<file path="src/sv/bpa_pkg.sv">
// ----------------------------------------------------------------------------
// bpa_pkg: shared types and codes for the bitmap page allocator
// Request and result payloads, status and mode codes, controller states.
// ----------------------------------------------------------------------------
package bpa_pkg;

  localparam int ADDR_W    = 48;
  localparam int COUNT_W   = 17;
  // The limit register is 17 bits, so any managed page number fits 17 bits
  localparam int PAGE_W    = 17;
  localparam int LIMIT_MAX = 131071;

  localparam logic [COUNT_W-1:0] LIMIT_RESET = 17'd65536;

  localparam logic MODE_ALLOC = 1'b0;
  localparam logic MODE_FREE  = 1'b1;

  localparam logic [1:0] ST_OK          = 2'd0;
  localparam logic [1:0] ST_NO_SPACE    = 2'd1;
  localparam logic [1:0] ST_IGNORED     = 2'd2;
  localparam logic [1:0] ST_DOUBLE_FREE = 2'd3;

  typedef struct packed {
    logic              mode;
    logic [ADDR_W-1:0] address;
  } in_req_t;

  typedef struct packed {
    logic [1:0]         status;
    logic [ADDR_W-1:0]  page_address;
    logic [COUNT_W-1:0] free_count;
  } out_res_t;

  typedef enum logic [2:0] {
    CLEAR,
    IDLE,
    ALLOC,
    FREE_DIV1,
    FREE_DIV2,
    FREE_CHK
  } state_t;

endpackage

</file>
<file path="src/sv/bpa_split.sv">
// ----------------------------------------------------------------------------
// bpa_split: page number to bitmap word and bit position
// Two-step split by the word width: reciprocal multiply, then remainder.
// ----------------------------------------------------------------------------
module bpa_split #(
  parameter int MAP_WORD_BITS = 64,
  parameter int AW            = 10,
  parameter int BW            = $clog2(MAP_WORD_BITS)
) (
  input  logic                       clk,
  input  logic [bpa_pkg::PAGE_W-1:0] page_i,
  output logic [AW-1:0]              word_o,
  output logic [BW-1:0]              bit_o
);

  localparam int RW = 31;
  localparam int PW = bpa_pkg::PAGE_W + RW;
  localparam int QW = PW - 32;
  // floor(2^32 / W) + 1 is exact for every 17-bit page and W from 3 up to 64
  localparam logic [RW-1:0] RECIP = RW'((64'd1 << 32) / MAP_WORD_BITS + 1);
  localparam logic [bpa_pkg::PAGE_W-1:0] WBITS = bpa_pkg::PAGE_W'(MAP_WORD_BITS);

  logic [PW-1:0]              prod_r;
  logic [bpa_pkg::PAGE_W-1:0] page_r;
  logic [QW-1:0]              quot;
  logic [bpa_pkg::PAGE_W-1:0] rem;

  always_ff @(posedge clk) begin
    prod_r <= PW'(page_i) * PW'(RECIP);
    page_r <= page_i;
  end

  assign quot   = prod_r[PW-1:32];
  assign rem    = page_r - bpa_pkg::PAGE_W'(bpa_pkg::PAGE_W'(quot) * WBITS);
  assign word_o = AW'(quot);
  assign bit_o  = BW'(rem);

endmodule

</file>
<file path="config.mk">
export PLATFORM = sky130hd
export DESIGN_NAME = bpa_split
export DESIGN_NICKNAME = d
export VERILOG_FILES = /design/src/sv/bpa_pkg.sv /design/src/sv/bpa_split.sv
export SDC_FILE = /design/constraint.sdc
export NUM_CORES = 1
export LEC_CHECK = 0
export BUFFER_PORTS_ARGS = -buffer_cell sky130_fd_sc_hd__buf_2
export CORE_AREA = 2 2 39 41
export CTS_BUF_LIST = sky130_fd_sc_hd__clkbuf_8
export DETAILED_ROUTE_END_ITERATION = 8
export DIE_AREA = 0 0 41 43
export PLACE_DENSITY = 0.6
export SKIP_LAST_GASP = 1
export SYNTH_ARGS = -nofsm -noshare
export SYNTH_HDL_FRONTEND = slang
export SYNTH_SLANG_ARGS = --single-unit
</file>
<file path="constraint.sdc">
create_clock -name clk -period 0.8 [get_ports clk]
set_input_delay 0.12 -clock clk [delete_from_list [all_inputs] [get_ports clk]]
set_output_delay 0.12 -clock clk [all_outputs]
set_load 0.05 [all_outputs]
</file>
# After elaboration in Yosys (flattened, before gate mapping)
# Cells that the tools add are included.
[word_totals]
ff_bits = 48
inputBits = 18
wordCells = 4
[op_classes]
mul = 1
add_sub_neg = 1
[op_table]
columns = ["cell", "n"]
rows = [
  ["17-bit by 27-bit multiplier with 42-bit output (second input constant)", 1],
  ["6-bit by 1-bit subtractor with 6-bit output (second input constant)", 1],
]

# Logic depth before layout (Yosys ltp)
# Gate-level depths: netlist of run 1.
[logic_depth]
depth_word = 1
depth_mapped = 0
ltp_nobuf = 0

# Worst setup path before layout of run 1
# Ideal clock, no wire load.
[synth_timing]
path_kind = "reg2out"
startpoint = "register page_r[0] in the netlist's numbering"
endpoint = "output bit_o[0]"
setup_slack_ns = 0.093
stages_incl_launch_ff = 1
t_required_ns = 0.680
t_arrival_ns = 0.587
cell_sequence = "dfxtp_1"
[synth_between]
elab_chain_cells = 1
[synth_lines]
columns = ["item", "line", "rtl"]
rows = [
  ["from (decl)", "bpa_split.sv:24", "logic [bpa_pkg::PAGE_W-1:0] page_r;"],
  ["from (signal assigned)", "bpa_split.sv:30", "page_r <= page_i;"],
  ["6-bit by 1-bit subtractor with 6-bit output", "bpa_split.sv:34", "assign rem = page_r - bpa_pkg::PAGE_W'(bpa_pkg::PAGE_W'(quot) * WBITS);"],
  ["to (decl)", "bpa_split.sv:13", "output logic [BW-1:0] bit_o"],
]
# No other way between the ends.

# Worst setup path in the final report of run 1
[layout_timing]
startpoint = "register prod_r[36]"
endpoint = "output word_o[4]"
[layout_rtl]
columns = ["item", "line", "rtl"]
rows = [
  ["from (decl)", "bpa_split.sv:23", "logic [PW-1:0] prod_r;"],
  ["from (signal assigned)", "bpa_split.sv:29", "prod_r <= PW'(page_i) * PW'(RECIP);"],
  ["to (decl)", "bpa_split.sv:12", "output logic [AW-1:0] word_o,"],
]
# No word-level cell between the ends.

==> flow_summary_export.csv, run 1 <==
group,metric,value,unit
cts,cts_tree,"yes",
logic_synthesis,synthCells,16,
status,outcome,"complete, but fails checks",
timing,post-route-period-util,105.8,%
routing,drcViolationCount,0,
power_and_ir_drop,leakagePower,0.4083,nW
setup_path,cp-start-kind,"flop",
floorplanning,die_h,43,µm
setup_path,crit_path_start,"prod_r[36]",
min_path,worstHoldStart,"page_i[2]",
timing,fin_ws,-0.04669,ns
placed_design,place_ws,0.1316,ns
routing,wl_per_cell,11.23,µm
power_and_ir_drop,irDropWorstVdd,1530,µV
floorplanning,ios,34,
routing,dr.pass1.iters,1,
cts,cts.htree.levels,1,
global_routing,track_usage,11.83,%
cts,clkTransAtPathRegs,0.06,ns
min_path,hold_class,"in2reg",
power_and_ir_drop,p_int,1.469,mW
logic_synthesis,synth_fp_nets,34,
power_and_ir_drop,power_switching,469.1,µW
global_routing,antenna_found_initial,0,
finish,multi_input_comb_cells,0,
timing,fin_crit,0.8467,ns
finish,diodes,0,
floorplanning,rows,14,
logic_synthesis,syn_area,320.3,µm²
cts,cts_setup_buffers,0,
cts,numCtsBuffers,3,
setup_path,worst-path-buf-inv,1,
placed_design,dp.cells,64,
timing,fmax,1.181,GHz
logic_synthesis,ys_warn_count,0,
job,maxCapViolCount,0,
power_and_ir_drop,switching_share,24.21,%
min_path,whs_endpoint,"page_r[2]",
timing,maxSlewViolCount,0,
min_path,worstHoldPathCells,2,
logic_synthesis,synth-seq-cells,16,
setup_path,required,0.68,ns
global_routing,grt_max_degree,10,
power_and_ir_drop,p_seq_share,45.2,%
cts,cts_root_buf,"clkbuf_8",
finish,layout-drive-gt1-share,76.47,%
floorplanning,die-area,1763,µm²
timing,slew_headroom,92.78,%
status,violations,"negative setup slack",
logic_synthesis,yosysSeqAreaShare,100.0,%
setup_path,cp_cell_sequence,"buf_8",
cts,cts_sinks,16,
routing,drtIter0Drc,0,
placed_design,placed_area,500.5,µm²
timing,setup_violations,16,
setup_path,cp_max_fo,1,
routing,vias,316,
global_routing,grt_overflow_total,0,
power_and_ir_drop,power_frac_comb,19.1,%
floorplanning,initial_core_util,23.15,%
finish,final_cell_area,884.6,µm²
finish,n_fill_cell,111,
routing,postRouteAntennaNets,0,
finish,final_cells,84,
global_routing,grt_pass1_vias,354,
logic_synthesis,avgSynthCellArea,20.02,µm²
setup_path,endpoint_kind,"output pin",
power_and_ir_drop,power.density,2190,nW/µm²
floorplanning,die_w,41,µm
routing,wl,943,µm
setup_path,crit_slowest_cell,"dfxtp_2",
timing,hold_violations,0,
cts,cts_buffer_depth,2,
power_and_ir_drop,p_clk_share,35.7,%
setup_path,crit_family,"flip-flops",
timing,worst_slew_pin_slew,0.1086,ns
setup_path,path_class,"reg2out",
logic_synthesis,synth.distinct_cells,1,
timing,rsz0062_at_grt,"true",
global_routing,grt_pass1_wl,1255,µm
finish,multi_input_comb_area,0,µm²
finish,fin_nets,87,
finish,ff_latch_area,340.3,µm²
timing,fin_hold_ws,0.5029,ns
placed_design,port_buffers,32,
power_and_ir_drop,p_total,1.938,mW
placed_design,routabilityCongestion,0.5688,
setup_path,worst_ep_arrival_time,0.73,ns
finish,syn2layout_area_growth,176.2,%
routing,vias_per_cell,3.762,
floorplanning,core-area,1384,µm²
setup_path,slowest_delay,0.34,ns
-- flip-flops by register name, summed over array words and instances (netlist names) --
name	cells
page_r	5
prod_r	11
-- layout by cell type (no fill, tap or decap), drive strengths merged --
cell type,instances
dlygate4sd3,16
dfxtp,16
clkbuf,4
buf,32
-- power groups by stage --
stage                     sequential (mW)  clock [mW]  combinational (mW)
after floorplan                      1.02           0                   0
after global placement              0.865           0               0.229
after detailed placement            0.867           0               0.230
after CTS                           0.870       0.716               0.346
after global routing                0.879       0.770               0.383
final                               0.876       0.693               0.369
-- synthesized netlist by cell type --
cell,n,area (µm²)
dfxtp_1,16,320.3
-- repair_timing --
item                       in CTS  in global routing
gates resized for setup        51                 10
gates cloned                    0                  0
setup endpoints to repair      16                 16
hold buffers                   16                  0
hold endpoints to repair       16                  0
-- routing by layer --
| layer | vias up | wire (µm) | track usage, % |
|---|---|---|---|
| li1 | 151 | - | - |
| met1 | 134 | 301 | 8.224 |
| met2 | 29 | 513 | 20.63 |
| met3 | 2 | 115 | 8.901 |
| met4 | 0 | 13 | 6.000 |
| met5 | - | 0 | 0 |
-- through the flow --
stage / setup TNS, ns / utilization, %
after floorplan: 0 / -
after global placement: 0 / 36.17
after detailed placement: 0 / 36.17
after CTS: -0.6679 / 61.21
after global routing: -1.019 / 63.92
final: -0.5577 / 63.92
-- worst max-delay path by stage --
stage	to	slack [ns]	cells after the start
after floorplan	bit_o[0]	0.09	0
after global placement	bit_o[2]	0.14	1
after detailed placement	word_o[5]	0.13	1
after CTS	word_o[5]	-0.05	1
after global routing	word_o[4]	-0.08	1
final	word_o[4]	-0.05	1
-- cell type report --
class	count	share of cell area, %
clock buffers	4	6.223
repair buffers	48	53.04
well taps	16	2.263
flip-flops and latches	16	38.47
-- kinds of logic after synthesis --
family	share of synthesized area [%]
DFF	100.0
(Power assumes the default switching activity.)
==> inputs of run 2 (changes only) <==
PLACE_DENSITY = default   (was 0.6)
PLACE_DENSITY_LB_ADDON = 0.05   (was default)
==> flow_summary_export.csv, run 2 (synthesized netlist as in run 1, its figures left out) <==
group,metric,value,unit
status,outcome,"complete, but fails checks",
status,violations,"negative setup slack",
finish,multi_input_comb_cells,0,
power_and_ir_drop,power_switching,445.5,µW
power_and_ir_drop,p_int,1.461,mW
cts,cts_setup_buffers,0,
finish,diodes,0,
timing,worst_slew_pin_slew,0.1086,ns
timing,fin_ws,-0.03329,ns
global_routing,grt_pass1_vias,297,
setup_path,endpoint_kind,"output pin",
placed_design,placed_area,500.5,µm²
setup_path,slowest_delay,0.32,ns
finish,final_cell_mix,"dlygate4sd3_1, buf_2, dfxtp_2",
finish,final_cell_area,873.3,µm²
routing,drcViolationCount,0,
setup_path,path_class,"reg2out",
cts,cts_tree,"yes",
timing,fin_hold_ws,0.5097,ns
placed_design,routabilityCongestion,0.5561,
power_and_ir_drop,switching_share,23.36,%
cts,numCtsBuffers,3,
routing,wl_per_cell,8.571,µm
power_and_ir_drop,power_frac_comb,18.9,%
finish,multi_input_comb_area,0,µm²
routing,postRouteAntennaNets,0,
setup_path,worst_ep_arrival_time,0.71,ns
finish,largest_register_ffs,11,
setup_path,crit_path_start,"prod_r[35]",
finish,reg.largest.list,"prod_r: 11 flops, page_r: 5 flops",
global_routing,grt_pass1_wl,1097,µm
routing,drtIter0Drc,3,
timing,hold_violations,0,
global_routing,antenna_found_initial,0,
timing,fin_crit,0.8333,ns
floorplanning,initial_core_util,23.15,%
floorplanning,core-area,1384,µm²
power_and_ir_drop,p_clk_share,35.4,%
setup_path,cp_num_cells,1,
floorplanning,rows,14,
power_and_ir_drop,power.density,2183,nW/µm²
finish,syn2layout_area_growth,172.7,%
timing,setup_violations,16,
cts,clkTransAtPathRegs,0.06,ns
placed_design,port_buffers,32,
setup_path,cp_max_fo,1,
setup_path,required,0.68,ns
cts,cts_root_buf,"clkbuf_8",
routing,vias,296,
finish,largest-register,"prod_r",
cts,cts_sinks,16,
floorplanning,ios,34,
routing,vias_per_cell,3.524,
floorplanning,die-area,1763,µm²
global_routing,track_usage,9.606,%
cts,cts_buffer_depth,2,
cts,cts.htree.levels,1,
global_routing,grt_max_degree,10,
setup_path,crit_slowest_cell,"dfxtp_2",
setup_path,cp_cell_sequence,"buf_6",
routing,dr.pass1.iters,2,
min_path,hold_class,"in2reg",
setup_path,endpoint,"word_o[3]",
setup_path,worst-path-buf-inv,1,
setup_path,cp-start-kind,"flop",
floorplanning,die_h,43,µm
timing,slew_headroom,92.78,%
power_and_ir_drop,irDropWorstVdd,1360,µV
power_and_ir_drop,leakagePower,0.4041,nW
timing,fmax,1.200,GHz
setup_path,crit_family,"flip-flops",
job,maxCapViolCount,0,
finish,layout-drive-gt1-share,76.47,%
floorplanning,die_w,41,µm
finish,fin_nets,87,
power_and_ir_drop,p_seq_share,45.8,%
timing,maxSlewViolCount,0,
timing,rsz0062_at_grt,"true",
timing,post-route-period-util,104.2,%
routing,wl,720,µm
global_routing,grt_overflow_total,0,
## run 2: cell counts in the layout (fill, tap and decap cells not counted)
Identical to the previous run, type by type.
## run 2: stage by stage
stage / util (%) / setup WS, ns / TNS (ns) / total power [mW] / std cells
6_report: 63.11 / -0.03329 / -0.4043 / 1.907 / 84
5_1_grt: 63.11 / -0.05956 / -0.8439 / 1.995 / 84
4_1_cts: 61.48 / -0.03648 / -0.5175 / 1.915 / 84
3_5_place_dp: 36.17 / 0.1396 / 0 / 1.095 / 64
3_3_place_gp: 36.17 / 0.1445 / 0 / 1.093 / 64
2_1_floorplan: - / 0.09267 / 0 / 1.021 / 16
## run 2: how the worst min path moves through the flow
stage / start / end / slack [ns] / cells past startpoint
after floorplan: page_i[0] / page_r[0] / 0.15 / 0
after global placement: page_i[6] / prod_r[32] / 0.22 / 1
after detailed placement: page_i[10] / prod_r[36] / 0.22 / 1
after CTS: page_i[10] / prod_r[36] / 0.50 / 2
after global routing: page_i[1] / page_r[1] / 0.50 / 2
final: page_i[10] / prod_r[36] / 0.51 / 2
## run 2: metal layers
layer  global-route usage, %  vias up  share of wire [%]
met2                   15.63       14                 57
met4                   6.000        0                1.1
met1                   8.553      128                 33
met3                   5.236        2                8.3
met5                       0        -                  0
li1                        -      152                  -
## run 2: cell type report
class | count | area (µm²)
Fill cell | 105 | 510.5
Clock buffer | 4 | 55.05
Tap cell | 16 | 20.02
Timing Repair Buffer | 48 | 457.9
Sequential cell | 16 | 340.3
## run 2: power groups by stage
| stage | Clock [mW] | Sequential (mW) | Combinational [mW] |
|---|---|---|---|
| 6_report | 0.674 | 0.873 | 0.360 |
| 4_1_cts | 0.697 | 0.869 | 0.349 |
| 2_1_floorplan | 0 | 1.02 | 0 |
| 3_3_place_gp | 0 | 0.864 | 0.228 |
| 3_5_place_dp | 0 | 0.866 | 0.229 |
| 5_1_grt | 0.745 | 0.876 | 0.375 |
## run 2: repair_timing
action,in CTS,in global routing
endpoints found under the hold margin,16,0
setup endpoints to repair,16,16
resized for setup,52,6
hold buffers,16,0
==> inputs of run 3 (changes only) <==
==> constraint.sdc (replaced) <==
create_clock -name clk -period 0.8 [get_ports clk]
set_input_delay 0.08 -clock clk [delete_from_list [all_inputs] [get_ports clk]]
set_output_delay 0.08 -clock clk [all_outputs]
set_load 0.05 [all_outputs]
==> flow_summary_export.csv, run 3 (synthesized netlist as in run 1, its figures left out) <==
group,metric,value,unit
setup_path,cp-start-kind,"flop",
setup_path,slowest_delay,0.32,ns
timing,worst_slew_pin_slew,0.1093,ns
finish,n_fill_cell,107,
routing,drtIter0Drc,1,
finish,final_cell_mix,"dlygate4sd3_1, buf_2, dfxtp_2",
floorplanning,initial_core_util,23.15,%
finish,multi_input_comb_area,0,µm²
setup_path,required,0.72,ns
floorplanning,die-area,1763,µm²
setup_path,path_class,"reg2out",
cts,cts_sinks,16,
setup_path,endpoint_kind,"output pin",
finish,largest_register_ffs,11,
timing,fin_ws,0.006244,ns
timing,fmax,1.260,GHz
timing,setup_violations,0,
setup_path,worst-path-buf-inv,1,
cts,cts.htree.levels,1,
placed_design,routabilityCongestion,0.5561,
cts,cts_root_buf,"clkbuf_8",
placed_design,place_ws,0.1796,ns
power_and_ir_drop,irDropWorstVdd,1276,µV
routing,postRouteAntennaNets,0,
finish,multi_input_comb_cells,0,
status,outcome,"finished, final reports clean",
placed_design,dp.cells,64,
setup_path,crit_slowest_cell,"dfxtp_2",
floorplanning,die_h,43,µm
job,maxCapViolCount,0,
timing,hold_violations,0,
global_routing,grt_overflow_total,0,
setup_path,cp_cell_sequence,"buf_6",
routing,drcViolationCount,0,
setup_path,crit_family,"flip-flops",
finish,final_cells,84,
cts,clkTransAtPathRegs,0.06,ns
routing,vias,296,
global_routing,grt_pass1_vias,297,
routing,dr.pass1.iters,2,
min_path,hold_class,"in2reg",
global_routing,antenna_found_initial,0,
finish,diodes,0,
floorplanning,die_w,41,µm
global_routing,grt_max_degree,10,
routing,wl,724,µm
finish,layout-drive-gt1-share,76.47,%
setup_path,cp_max_fo,1,
floorplanning,core-area,1384,µm²
timing,maxSlewViolCount,0,
placed_design,port_buffers,32,
routing,vias_per_cell,3.524,
finish,fin_nets,87,
setup_path,worst_ep_arrival_time,0.71,ns
finish,largest-register,"prod_r",
finish,syn2layout_area_growth,171.5,%
power_and_ir_drop,power.density,2192,nW/µm²
timing,slew_headroom,92.73,%
global_routing,track_usage,9.606,%
timing,rsz0062_at_grt,"true",
finish,reg.largest.list,"prod_r: 11 flops, page_r: 5 flops",
timing,post-route-period-util,99.22,%
timing,fin_crit,0.7938,ns
routing,wl_per_cell,8.619,µm
cts,cts_buffer_depth,2,
power_and_ir_drop,leakagePower,0.4028,nW
cts,cts_setup_buffers,0,
cts,cts_tree,"yes",
floorplanning,ios,34,
cts,numCtsBuffers,3,
floorplanning,rows,14,
global_routing,grt_pass1_wl,1097,µm
[run 3: metrics by stage]
| stage | power, mW | setup TNS, ns | util (%) | hold WS, ns | cell area, µm² |
|---|---|---|---|---|---|
| 6_report | 1.906 | 0 | 62.84 | 0.4693 | 869.6 |
| 5_1_grt | 1.989 | -0.1846 | 62.84 | 0.4633 | 869.6 |
| 4_1_cts | 1.902 | -0.01015 | 59.86 | 0.4637 | 828.3 |
| 3_5_place_dp | 1.095 | 0 | 36.17 | 0.1836 | 500.5 |
| 3_3_place_gp | 1.093 | 0 | 36.17 | 0.1821 | 500.5 |
| 2_1_floorplan | 1.021 | 0 | - | 0.1077 | 320.3 |
[run 3: layout make-up]
class / count / area (µm²) / share of cell area, %
repair buffers: 48 / 454.2 / 52.23
flip-flops and latches: 16 / 340.3 / 39.14
clock buffers: 4 / 55.05 / 6.331
well taps: 16 / 20.02 / 2.302
[run 3: report_power, final]
group / internal (mW) / total (mW) / switching [mW]
Clock: 0.435 / 0.676 / 0.241
Sequential: 0.849 / 0.872 / 0.0229
Combinational: 0.175 / 0.358 / 0.183
[run 3: what timing repair did]
action                                  4_1_cts  5_1_grt
hold endpoints to repair                     16        0
hold buffers                                 16        0
gates resized for setup                      42       15
endpoints found under the setup margin       16       16
[run 3: final timing paths]
kind,start,end,cells past startpoint
setup / recovery,prod_r[35],word_o[3],1
hold / removal,page_i[10],prod_r[36],2
[run 3: per-layer routing]
metal | global-route usage [%] | up-vias | part of all wire (%) | wire length [µm]
met5 | 0 | - | 0 | 0
met4 | 6.000 | 0 | 1.1 | 8
met3 | 5.236 | 2 | 8.4 | 61
met2 | 15.63 | 14 | 58 | 418
met1 | 8.553 | 129 | 33 | 236
li1 | - | 151 | - | -
